**src/hw/rtl/assert_macros.svh**
```systemverilog
// Assertion helpers for the timestamp parser.
`ifndef ASSERT_MACROS_SVH
`define ASSERT_MACROS_SVH
// Implication checked on every clock edge outside reset.
`define ASSERT_IMPL(lbl, clk, rstn, pre, post) \
  lbl: assert property (@(posedge clk) disable iff (!rstn) (pre) |-> (post)) \
    else $error("assertion failed");
// Next-cycle implication.
`define ASSERT_NEXT(lbl, clk, rstn, pre, post) \
  lbl: assert property (@(posedge clk) disable iff (!rstn) (pre) |=> (post)) \
    else $error("assertion failed");
`endif

```
**src/hw/rtl/itp_pkg.sv**
```systemverilog
// ----------------------------------------------------------------------------
// itp_pkg
// Types and constants shared by the timestamp parser modules.
// ----------------------------------------------------------------------------
package itp_pkg;
  localparam int unsigned FractionDigits = 9;
  localparam int unsigned QueueDepth = 2;

  typedef enum logic [4:0] {
    PH_LEAD, PH_YEAR, PH_DASH1, PH_MONTH, PH_DASH2, PH_DAY, PH_SEP, PH_HOUR,
    PH_COLON, PH_MIN, PH_AFTER_MIN, PH_SEC, PH_AFTER_SEC, PH_FRAC_FIRST,
    PH_FRAC, PH_ZH, PH_ZSEP, PH_ZM_ENTRY, PH_ZM, PH_TRAIL
  } phase_e;

  typedef enum logic [3:0] {
    ST_OK = 4'd0, ST_BAD_DATE = 4'd1, ST_NO_TIME = 4'd2, ST_BAD_TIME = 4'd3,
    ST_BAD_SEC = 4'd4, ST_EMPTY_FRAC = 4'd5, ST_BAD_ZONE = 4'd6,
    ST_TRAILING = 4'd7, ST_RANGE = 4'd8
  } status_e;

  // Fields of one finished text, passed from front to back.
  typedef struct packed {
    logic [3:0]  status;
    logic [13:0] year;
    logic [6:0]  month;
    logic [6:0]  day;
    logic [6:0]  hour;
    logic [6:0]  minute;
    logic [6:0]  second;
    logic [29:0] frac;
    logic [3:0]  place;
    logic        zneg;
    logic [6:0]  zh;
    logic [6:0]  zm;
  } fields_t;

  // Powers of ten scaling the fraction to nanoseconds.
  function automatic logic [29:0] pow10(input logic [3:0] n);
    unique case (n)
      4'd0: pow10 = 30'd1;
      4'd1: pow10 = 30'd10;
      4'd2: pow10 = 30'd100;
      4'd3: pow10 = 30'd1000;
      4'd4: pow10 = 30'd10000;
      4'd5: pow10 = 30'd100000;
      4'd6: pow10 = 30'd1000000;
      4'd7: pow10 = 30'd10000000;
      4'd8: pow10 = 30'd100000000;
      default: pow10 = 30'd1000000000;
    endcase
  endfunction
endpackage

```
**src/hw/rtl/itp_front.sv**
```systemverilog
// ----------------------------------------------------------------------------
// itp_front
// Byte-level scanner; emits a field record at each terminator byte.
// ----------------------------------------------------------------------------
module itp_front import itp_pkg::*; (
  input  logic       clk_i,
  input  logic       rst_ni,
  input  logic       byte_valid_i,
  input  logic [7:0] byte_i,
  output logic       rec_valid_o,
  output fields_t    rec_o
);
  phase_e      ph_q, ph_d;
  logic [2:0]  dc_q, dc_d;
  logic [13:0] yr_q, yr_d;
  logic [6:0]  mo_q, mo_d, dy_q, dy_d, hr_q, hr_d, mi_q, mi_d, se_q, se_d;
  logic [29:0] fr_q, fr_d;
  logic [3:0]  pl_q, pl_d;
  logic        zn_q, zn_d;
  logic [6:0]  zh_q, zh_d, zm_q, zm_d;
  logic [3:0]  er_q, er_d;
  logic        dig, blank;
  logic [3:0]  dv;
  logic [2:0]  dcn;

  assign dig   = (byte_i >= 8'h30) && (byte_i <= 8'h39);
  assign blank = (byte_i == 8'h20) || (byte_i == 8'h09);
  assign dv    = byte_i[3:0];
  assign dcn   = dc_q + 3'd1;

  function automatic logic [6:0] acc7(input logic [6:0] v, input logic [3:0] d);
    acc7 = 7'((v * 7'd10) + {3'd0, d});
  endfunction

  always_comb begin
    ph_d = ph_q; dc_d = dc_q; yr_d = yr_q; mo_d = mo_q; dy_d = dy_q;
    hr_d = hr_q; mi_d = mi_q; se_d = se_q; fr_d = fr_q; pl_d = pl_q;
    zn_d = zn_q; zh_d = zh_q; zm_d = zm_q; er_d = er_q;
    if (byte_valid_i && er_q == ST_OK) begin
      unique case (ph_q)
        PH_LEAD, PH_YEAR: begin
          if (ph_q == PH_LEAD && blank) begin
          end else if (!dig) begin
            er_d = ST_BAD_DATE;
            if (ph_q == PH_LEAD) ph_d = PH_YEAR;
          end else begin
            yr_d = 14'((yr_q * 14'd10) + {10'd0, dv});
            if ((ph_q == PH_LEAD ? 3'd1 : dcn) >= 3'd4) begin
              dc_d = '0; ph_d = PH_DASH1;
            end else begin
              dc_d = (ph_q == PH_LEAD) ? 3'd1 : dcn; ph_d = PH_YEAR;
            end
          end
        end
        PH_DASH1: if (byte_i == 8'h2d) ph_d = PH_MONTH; else er_d = ST_BAD_DATE;
        PH_DASH2: if (byte_i == 8'h2d) ph_d = PH_DAY; else er_d = ST_BAD_DATE;
        PH_SEP: begin
          if (byte_i == 8'h54 || byte_i == 8'h20) ph_d = PH_HOUR;
          else er_d = ST_NO_TIME;
        end
        PH_COLON: if (byte_i == 8'h3a) ph_d = PH_MIN; else er_d = ST_BAD_TIME;
        PH_MONTH, PH_DAY, PH_HOUR, PH_MIN, PH_SEC, PH_ZH, PH_ZM: begin
          if (!dig) begin
            unique case (ph_q)
              PH_MONTH, PH_DAY: er_d = ST_BAD_DATE;
              PH_HOUR, PH_MIN:  er_d = ST_BAD_TIME;
              PH_SEC:           er_d = ST_BAD_SEC;
              default:          er_d = ST_BAD_ZONE;
            endcase
          end else begin
            unique case (ph_q)
              PH_MONTH: mo_d = acc7(mo_q, dv);
              PH_DAY:   dy_d = acc7(dy_q, dv);
              PH_HOUR:  hr_d = acc7(hr_q, dv);
              PH_MIN:   mi_d = acc7(mi_q, dv);
              PH_SEC:   se_d = acc7(se_q, dv);
              PH_ZH:    zh_d = acc7(zh_q, dv);
              default:  zm_d = acc7(zm_q, dv);
            endcase
            dc_d = dcn;
            if (dcn >= 3'd2) begin
              dc_d = '0;
              unique case (ph_q)
                PH_MONTH: ph_d = PH_DASH2;
                PH_DAY:   ph_d = PH_SEP;
                PH_HOUR:  ph_d = PH_COLON;
                PH_MIN:   ph_d = PH_AFTER_MIN;
                PH_SEC:   ph_d = PH_AFTER_SEC;
                PH_ZH:    ph_d = PH_ZSEP;
                default:  ph_d = PH_TRAIL;
              endcase
            end
          end
        end
        PH_AFTER_MIN, PH_AFTER_SEC, PH_FRAC, PH_FRAC_FIRST: begin
          if (ph_q == PH_AFTER_MIN && byte_i == 8'h3a) begin
            ph_d = PH_SEC; dc_d = '0;
          end else if (ph_q == PH_AFTER_SEC && byte_i == 8'h2e) begin
            ph_d = PH_FRAC_FIRST;
          end else if (ph_q == PH_FRAC_FIRST && !dig) begin
            er_d = ST_EMPTY_FRAC;
          end else if ((ph_q == PH_FRAC || ph_q == PH_FRAC_FIRST) && dig) begin
            ph_d = PH_FRAC;
            if (pl_q < 4'(FractionDigits)) begin
              fr_d = 30'((fr_q * 30'd10) + {26'd0, dv});
              pl_d = pl_q + 4'd1;
            end
          end else if (byte_i == 8'h00) begin
          end else if (byte_i == 8'h5a || byte_i == 8'h7a || blank) begin
            ph_d = PH_TRAIL;
          end else if (byte_i == 8'h2b || byte_i == 8'h2d) begin
            zn_d = (byte_i == 8'h2d); dc_d = '0; ph_d = PH_ZH;
          end else begin
            er_d = ST_TRAILING;
          end
        end
        PH_ZSEP, PH_ZM_ENTRY: begin
          if (byte_i == 8'h00) begin
          end else if (ph_q == PH_ZSEP && byte_i == 8'h3a) begin
            ph_d = PH_ZM_ENTRY;
          end else if (!dig) begin
            ph_d = PH_ZM; dc_d = '0; er_d = ST_BAD_ZONE;
          end else begin
            ph_d = PH_ZM; dc_d = 3'd1; zm_d = acc7(zm_q, dv);
          end
        end
        PH_TRAIL: if (byte_i != 8'h00 && !blank) er_d = ST_TRAILING;
        default: er_d = ST_BAD_DATE;
      endcase
    end
  end

  always_comb begin
    rec_valid_o = byte_valid_i && (byte_i == 8'h00);
    rec_o.status = er_d; rec_o.year = yr_d; rec_o.month = mo_d; rec_o.day = dy_d;
    rec_o.hour = hr_d; rec_o.minute = mi_d; rec_o.second = se_d; rec_o.frac = fr_d;
    rec_o.place = pl_d; rec_o.zneg = zn_d; rec_o.zh = zh_d; rec_o.zm = zm_d;
  end

  always_ff @(posedge clk_i or negedge rst_ni) begin
    if (!rst_ni) begin
      ph_q <= PH_LEAD; dc_q <= '0; yr_q <= '0; mo_q <= '0; dy_q <= '0; hr_q <= '0;
      mi_q <= '0; se_q <= '0; fr_q <= '0; pl_q <= '0; zn_q <= 1'b0; zh_q <= '0;
      zm_q <= '0; er_q <= ST_OK;
    end else if (rec_valid_o) begin
      ph_q <= PH_LEAD; dc_q <= '0; yr_q <= '0; mo_q <= '0; dy_q <= '0; hr_q <= '0;
      mi_q <= '0; se_q <= '0; fr_q <= '0; pl_q <= '0; zn_q <= 1'b0; zh_q <= '0;
      zm_q <= '0; er_q <= ST_OK;
    end else begin
      ph_q <= ph_d; dc_q <= dc_d; yr_q <= yr_d; mo_q <= mo_d; dy_q <= dy_d;
      hr_q <= hr_d; mi_q <= mi_d; se_q <= se_d; fr_q <= fr_d; pl_q <= pl_d;
      zn_q <= zn_d; zh_q <= zh_d; zm_q <= zm_d; er_q <= er_d;
    end
  end
endmodule

```
**src/hw/rtl/itp_queue.sv**
```systemverilog
// ----------------------------------------------------------------------------
// itp_queue
// Two-entry record queue between the scanner and the converter.
// ----------------------------------------------------------------------------
`include "assert_macros.svh"
module itp_queue import itp_pkg::*; (
  input  logic    clk_i,
  input  logic    rst_ni,
  input  logic    push_i,
  input  fields_t push_data_i,
  output logic    full_o,
  output logic    pop_valid_o,
  input  logic    pop_i,
  output fields_t pop_data_o
);
  fields_t    mem_q [QueueDepth];
  logic       wp_q, rp_q;
  logic [1:0] cnt_q;

  assign full_o      = (cnt_q == 2'(QueueDepth));
  assign pop_valid_o = (cnt_q != 2'd0);
  assign pop_data_o  = mem_q[rp_q];

  always_ff @(posedge clk_i) begin
    if (push_i) mem_q[wp_q] <= push_data_i;
  end

  always_ff @(posedge clk_i or negedge rst_ni) begin
    if (!rst_ni) begin
      wp_q <= 1'b0; rp_q <= 1'b0; cnt_q <= '0;
    end else begin
      if (push_i) wp_q <= ~wp_q;
      if (pop_i) rp_q <= ~rp_q;
      cnt_q <= cnt_q + 2'(push_i) - 2'(pop_i);
    end
  end

  `ASSERT_IMPL(a_no_overflow, clk_i, rst_ni, push_i, !full_o || pop_i)
  `ASSERT_IMPL(a_no_underflow, clk_i, rst_ni, pop_i, pop_valid_o)
endmodule

```
**src/hw/rtl/itp_back.sv**
```systemverilog
// ----------------------------------------------------------------------------
// itp_back
// Three-stage civil-date to Unix-seconds converter with output register.
// ----------------------------------------------------------------------------
`include "assert_macros.svh"
module itp_back import itp_pkg::*; (
  input  logic         clk_i,
  input  logic         rst_ni,
  input  logic         in_valid_i,
  input  fields_t      in_i,
  output logic         in_ready_o,
  output logic         out_valid_o,
  input  logic         out_ready_i,
  output logic [3:0]   status_o,
  output logic [38:0]  secs_o,
  output logic [29:0]  ns_o
);
  // Stage 1: status, era split and day of year.
  logic        v1_q, v2_q, v3_q;
  logic        adv1, adv2, adv3;
  logic [3:0]  st1_q, st2_q, st3_q;
  logic [3:0]  st1_d;
  logic [14:0] yoe1_q;
  logic signed [5:0] era1_q;
  logic [8:0]  doy1_q;
  logic signed [19:0] tod1_q;
  logic [29:0] fr1_q;
  logic [3:0]  pl1_q;
  logic signed [14:0] y;
  logic signed [14:0] era_d;
  logic [8:0]  yoe_d;
  logic [6:0]  mm;
  logic [8:0]  doy_d;
  logic [17:0] tod_pos;
  logic [18:0] off;
  logic signed [19:0] tod_d;

  assign adv3 = !v3_q || out_ready_i;
  assign adv2 = !v2_q || adv3;
  assign adv1 = !v1_q || adv2;
  assign in_ready_o = adv1;

  always_comb begin
    st1_d = in_i.status;
    if (st1_d == ST_OK && (in_i.month < 7'd1 || in_i.month > 7'd12 || in_i.day < 7'd1 ||
        in_i.day > 7'd31 || in_i.hour > 7'd24 || in_i.minute > 7'd59 ||
        in_i.second > 7'd60)) st1_d = ST_RANGE;
    y = $signed({1'b0, in_i.year}) - ((in_i.month <= 7'd2) ? 15'sd1 : 15'sd0);
    // Floor division by 400 via reciprocal; y spans -1..16383.
    era_d = (y < 0) ? -15'sd1 : 15'(({15'd0, y} * 30'd5243) >> 21);
    if (y >= 0 && 15'(era_d * 15'sd400) > y) era_d = era_d - 15'sd1;
    yoe_d = 9'(y - 15'(era_d * 15'sd400));
    mm = (in_i.month > 7'd2) ? in_i.month - 7'd3 : in_i.month + 7'd9;
    doy_d = 9'(((24'(mm) * 24'd153 + 24'd2) * 24'd6554) >> 15) + 9'(in_i.day) - 9'd1;
    tod_pos = 18'(in_i.hour) * 18'd3600 + 18'(in_i.minute) * 18'd60 + 18'(in_i.second);
    // Zone offsets reach 99 hours and 99 minutes, so they need 19 bits.
    off = 19'(in_i.zh) * 19'd3600 + 19'(in_i.zm) * 19'd60;
    tod_d = $signed({2'b00, tod_pos}) + (in_i.zneg ? $signed({1'b0, off})
                                                   : -$signed({1'b0, off}));
  end

  // Stage 2: days since epoch.
  logic signed [23:0] days2_q;
  logic signed [19:0] tod2_q;
  logic [29:0] fr2_q;
  logic [3:0]  pl2_q;
  logic [18:0] doe;
  logic [1:0]  cent;
  always_comb begin
    // Whole centuries in the year of era, which stays below 400.
    cent = (yoe1_q >= 15'd300) ? 2'd3 :
           (yoe1_q >= 15'd200) ? 2'd2 :
           (yoe1_q >= 15'd100) ? 2'd1 : 2'd0;
    doe = 19'(yoe1_q) * 19'd365 + 19'(yoe1_q >> 2) - 19'(cent) + 19'(doy1_q);
  end

  // Stage 3: seconds and nanoseconds.
  logic signed [38:0] secs3_q;
  logic [29:0] ns3_q;

  always_ff @(posedge clk_i) begin
    if (adv1 && in_valid_i) begin
      st1_q <= st1_d; era1_q <= 6'(era_d); yoe1_q <= 15'(yoe_d); doy1_q <= doy_d;
      tod1_q <= tod_d; fr1_q <= in_i.frac; pl1_q <= in_i.place;
    end
    if (adv2 && v1_q) begin
      st2_q <= st1_q; tod2_q <= tod1_q; fr2_q <= fr1_q; pl2_q <= pl1_q;
      days2_q <= 24'(era1_q) * 24'sd146097 + $signed({5'd0, doe}) - 24'sd719468;
    end
    if (adv3 && v2_q) begin
      st3_q <= st2_q;
      if (st2_q == ST_OK) begin
        secs3_q <= 39'(days2_q) * 39'sd86400 + 39'(tod2_q);
        ns3_q <= 30'(fr2_q * pow10(4'(FractionDigits) - pl2_q));
      end else begin
        secs3_q <= '0; ns3_q <= '0;
      end
    end
  end

  always_ff @(posedge clk_i or negedge rst_ni) begin
    if (!rst_ni) begin
      v1_q <= 1'b0; v2_q <= 1'b0; v3_q <= 1'b0;
    end else begin
      if (adv1) v1_q <= in_valid_i;
      if (adv2) v2_q <= v1_q;
      if (adv3) v3_q <= v2_q;
    end
  end

  assign out_valid_o = v3_q;
  assign status_o = st3_q;
  assign secs_o = secs3_q;
  assign ns_o = ns3_q;

  `ASSERT_NEXT(a_hold, clk_i, rst_ni, out_valid_o && !out_ready_i, out_valid_o && $stable(secs_o))
  `ASSERT_IMPL(a_err_zero, clk_i, rst_ni, out_valid_o && status_o != ST_OK, secs_o == '0)
endmodule

```
**src/hw/rtl/iso8601_timestamp_parser.sv**
```systemverilog
// ----------------------------------------------------------------------------
// iso8601_timestamp_parser
// Streams timestamp text bytes and returns Unix seconds, nanoseconds, status.
// ----------------------------------------------------------------------------
// Usage: send the text one byte per item on text_byte_i with valid/ready.
// A zero byte ends the text and produces exactly one result item on the
// output channel (status_o, unix_seconds_o, fraction_ns_o); other bytes
// produce nothing. One byte is accepted per cycle while the queue is not
// full. The scanner front updates a small state per byte; the record of a
// finished text enters a two-entry queue, and the converter back end turns
// it into seconds in three registered stages. The front stalls only when
// the queue is full, which happens when the receiver holds off results.
// Reset clears the scanner to skip leading blanks, empties the queue and
// drops results in flight.
// ----------------------------------------------------------------------------
module iso8601_timestamp_parser import itp_pkg::*; (
  input  logic        clk_i,
  input  logic        rst_ni,
  input  logic        in_valid_i,
  output logic        in_ready_o,
  input  logic [7:0]  text_byte_i,
  output logic        out_valid_o,
  input  logic        out_ready_i,
  output logic [3:0]  status_o,
  output logic signed [38:0] unix_seconds_o,
  output logic [29:0] fraction_ns_o
);
  logic    acc, rec_v, full, qv, pop, bready;
  fields_t rec, qd;
  logic [38:0] secs;

  // Bytes are taken while the queue has room for a possible record.
  assign in_ready_o = !full;
  assign acc = in_valid_i && in_ready_o;

  itp_front u_front (.clk_i, .rst_ni, .byte_valid_i(acc), .byte_i(text_byte_i),
                     .rec_valid_o(rec_v), .rec_o(rec));

  itp_queue u_queue (.clk_i, .rst_ni, .push_i(rec_v), .push_data_i(rec), .full_o(full),
                     .pop_valid_o(qv), .pop_i(pop), .pop_data_o(qd));

  assign pop = qv && bready;

  itp_back u_back (.clk_i, .rst_ni, .in_valid_i(qv), .in_i(qd), .in_ready_o(bready),
                   .out_valid_o, .out_ready_i, .status_o, .secs_o(secs),
                   .ns_o(fraction_ns_o));

  assign unix_seconds_o = $signed(secs);
endmodule

```
**config.mk**
```make
export PLATFORM = sky130hd
export DESIGN_NAME = iso8601_timestamp_parser
export DESIGN_NICKNAME = d
export VERILOG_FILES = /design/src/hw/rtl/itp_pkg.sv /design/src/hw/rtl/itp_front.sv /design/src/hw/rtl/itp_queue.sv /design/src/hw/rtl/itp_back.sv /design/src/hw/rtl/iso8601_timestamp_parser.sv
export VERILOG_INCLUDE_DIRS = /design/src /design/src/hw/rtl
export SDC_FILE = /design/constraint.sdc
export NUM_CORES = 2
export LEC_CHECK = 0
export BUFFER_PORTS_ARGS = -buffer_cell sky130_fd_sc_hd__buf_2
export CAP_MARGIN = 25
export CELL_PAD_IN_SITES_DETAIL_PLACEMENT = 1
export CELL_PAD_IN_SITES_GLOBAL_PLACEMENT = 2
export CORE_ASPECT_RATIO = 1.5
export CORE_MARGIN = 2
export CORE_UTILIZATION = 44
export DETAILED_ROUTE_END_ITERATION = 10
export PLACE_DENSITY = 0.89
export SYNTH_ARGS = -nofsm -noshare
export SYNTH_HDL_FRONTEND = slang
export SYNTH_SLANG_ARGS = --single-unit
```
**constraint.sdc**
```tcl
create_clock -name clk_i -period 18.4 [get_ports clk_i]
set_input_delay 2.76 -clock clk_i [delete_from_list [all_inputs] [get_ports clk_i]]
set_output_delay 2.76 -clock clk_i [all_outputs]
set_load 0.01 [all_outputs]
```
==> results.json <==
{
  "status": "complete, no violations",
  "antenna_found_initial": 4,
  "slowest_stage": "a221oi_1",
  "synthesis.area_um2": 63600,
  "cts_root_buffer": "clkbuf_16",
  "avgSynthCellArea_um2": 10.3,
  "hold_viol": 0,
  "wirelength_um": 161000,
  "start_kind": "register",
  "worstSkewPairLatency_ns": 0.73,
  "via_per_inst": 5.32,
  "fin_cells": 8174,
  "synth_fp_nets": 7801,
  "gp_congestion": 0.871,
  "start_util": 0.444,
  "crit_required_ns": 18.88,
  "yosysWarningCount": 0,
  "antenna_left": 0,
  "holdBufCountCts": 0,
  "relSlewSlack": 0.264,
  "cts.path.max_buffers": 3,
  "synth_top_cell_by_area": "fa_1",
  "dieArea_um2": 148000,
  "yosysUniqueCellTypes": 100,
  "period_minus_slack_ns": 15.60,
  "cp.arrival_ns": 16.08,
  "cts_resized": 0,
  "ys_ff_latch": 558,
  "design.core.area_um2": 143000,
  "cts_tree": "built",
  "yosys.area_share.adder": 0.400,
  "synth_simple_gate_area_frac": 0.105,
  "route.vias.total": 43500,
  "grt_pass1_vias": 50000,
  "grt_overflow": 0,
  "crit_path_end_kind": "register",
  "htreeDepth": 2,
  "finalMaxSlewViolations": 0,
  "finish.utilization": 0.478,
  "drc": 0,
  "post-dp-hpwl_um": 131000,
  "synth_compound_area_frac": 0.0785,
  "portBuffers": 86,
  "syn_inst": 6160,
  "drtIter0Drc": 1442,
  "final_layout_size_suffix_gt1_frac": 0.0693,
  "grt_max_degree": 60,
  "placementRows": 170,
  "worst_pin_slew_ns": 1.10,
  "ys_seq_area_frac": 0.254,
  "grt_use_total": 0.222,
  "fin_nets": 7871,
  "cap_violations": 0,
  "cts_sinks": 558,
  "setup-violations-final": 0,
  "synthMuxAreaShare": 0.0272,
  "wl_per_cell_um": 19.6,
  "synth_edf_count": 441,
  "die_height_um": 470,
  "synth_top_area_frac": 0.212,
  "tns_ns": 0,
  "dr.pass1.iters": 5,
  "hp-class": "reg -> reg",
  "grt_pass1_wl_um": 262000,
  "synth_top_family_by_area": "adder cells",
  "place_inst": 8061,
  "synth_area_leaders": "fa_1, edfxtp_1, ha_1",
  "die_w_um": 314,
  "syn_to_final_growth_pct": 7.67,
  "async_flop_share": 0.210,
  "synth_xor_xnor_area_share": 0.0616,
  "ioPinCount": 87,
  "worstPathMaxFanout": 33,
  "skew_ns": 0.0814,
  "period_share": 0.848,
  "critPathKind": "reg -> reg",
  "cts-buffers-inserted": 59,
  "rsz0062_at_grt": "no",
  "cts.clk_slew.worst_paths_ns": 0.07,
  "yosysMostFrequentCell": "inv_1",
  "post-cts-setup-buffers": 0,
  "slowest_delay_ns": 0.88,
  "ys.flop_type": "edfxtp_1",
  "fmax_mhz": 64.1,
  "synthTopCellsByCount": "inv_1, ha_1, fa_1, nand2_1, edfxtp_1"
}
-- through the flow --
step	cell area (um2)	hold slack, ns	setup WS [ns]
after detailed placement	66400	0.406	2.77
after CTS	68500	0.417	2.74
after floorplan	63600	0.400	4.46
after global placement	66400	0.401	3.16
final	68500	0.419	2.80
after global routing	68500	0.425	1.74
-- cell families after synthesis --
logic type	Yosys count
fa+ha+maj	1629
xor+xnor	445
buf+inv	1237
simple gates	1360
compound gates	773
flops	558
mux	158
-- state kept, by name, summed over array words and instances (netlist names), 14 cells and up --
signal,cells
u_back.tod1_q,20
u_back.secs_o,39
u_front.yr_q,14
u_queue.mem_q,204
u_back.days2_q,24
u_back.tod2_q,20
u_back.fr2_q,30
u_back.fr1_q,30
u_back.ns_o,30
u_front.fr_q,30
-- path summary, 6_finish.rpt --
kind	start	endpoint	slack, ns	depth (start not counted)
max	u_queue.rp_q	u_back.yoe1_q[8]	2.80	55
min	u_back.tod1_q[13]	u_back.tod2_q[13]	0.42	0
max reg2reg	u_queue.rp_q	u_back.yoe1_q[8]	2.80	55
min reg2reg	u_back.tod1_q[13]	u_back.tod2_q[13]	0.42	0
max in group asynchronous	rst_ni	u_queue.rp_q	14.54	3
min in group asynchronous	rst_ni	u_front.zh_q[6]	1.96	1
-- cells in the final DEF (no fill, tap or decap), drive strengths merged, types with 68 or more instances in the layout --
master / netlist / layout
clkbuf: 118 / 68
nand2: 466 / 466
a21o: 98 / 98
edfxtp: 441 / 441
mux2: 107 / 107
fa: 674 / 674
nor2b: 136 / 136
buf: 20 / 147
o21ai: 150 / 150
xnor2: 331 / 331
xor2: 113 / 113
nor3: 78 / 78
inv: 1099 / 1110
dfrtp: 117 / 117
and2: 121 / 121
nor2: 284 / 284
ha: 955 / 955
a21oi: 261 / 261
-- metal layers --
metal / global-route usage / vias to the layer above / routed length, um
met5: 0 / - / 0
met4: 0.0867 / 0 / 6740
met3: 0.0165 / 319 / 3020
met2: 0.436 / 560 / 89400
met1: 0.243 / 22200 / 61400
li1: - / 20400 / -
-- layout make-up --
type	count	area (um2)
multi-input cells	4365	42900
flip-flops and latches	558	16200
inverters	1099	4130
clock inverters	43	495
clock buffers	68	1550
diodes	2	5.00
fillers	15900	74900
well taps	1892	2370
repair buffers	147	891
-- critical path, delay by kind of cell, from the launching register on --
family / cells / cell delay [ns]
compound gates: 18 / 4.06
buf+inv: 4 / 0.30
xor+xnor: 8 / 1.69
fa+ha+maj: 13 / 5.00
simple gates: 9 / 2.44
mux: 3 / 1.09
flops: 1 / 0.78
Power is not shown: default switching activity piles up to over one toggle a cycle in this logic, so the estimate is an artifact.
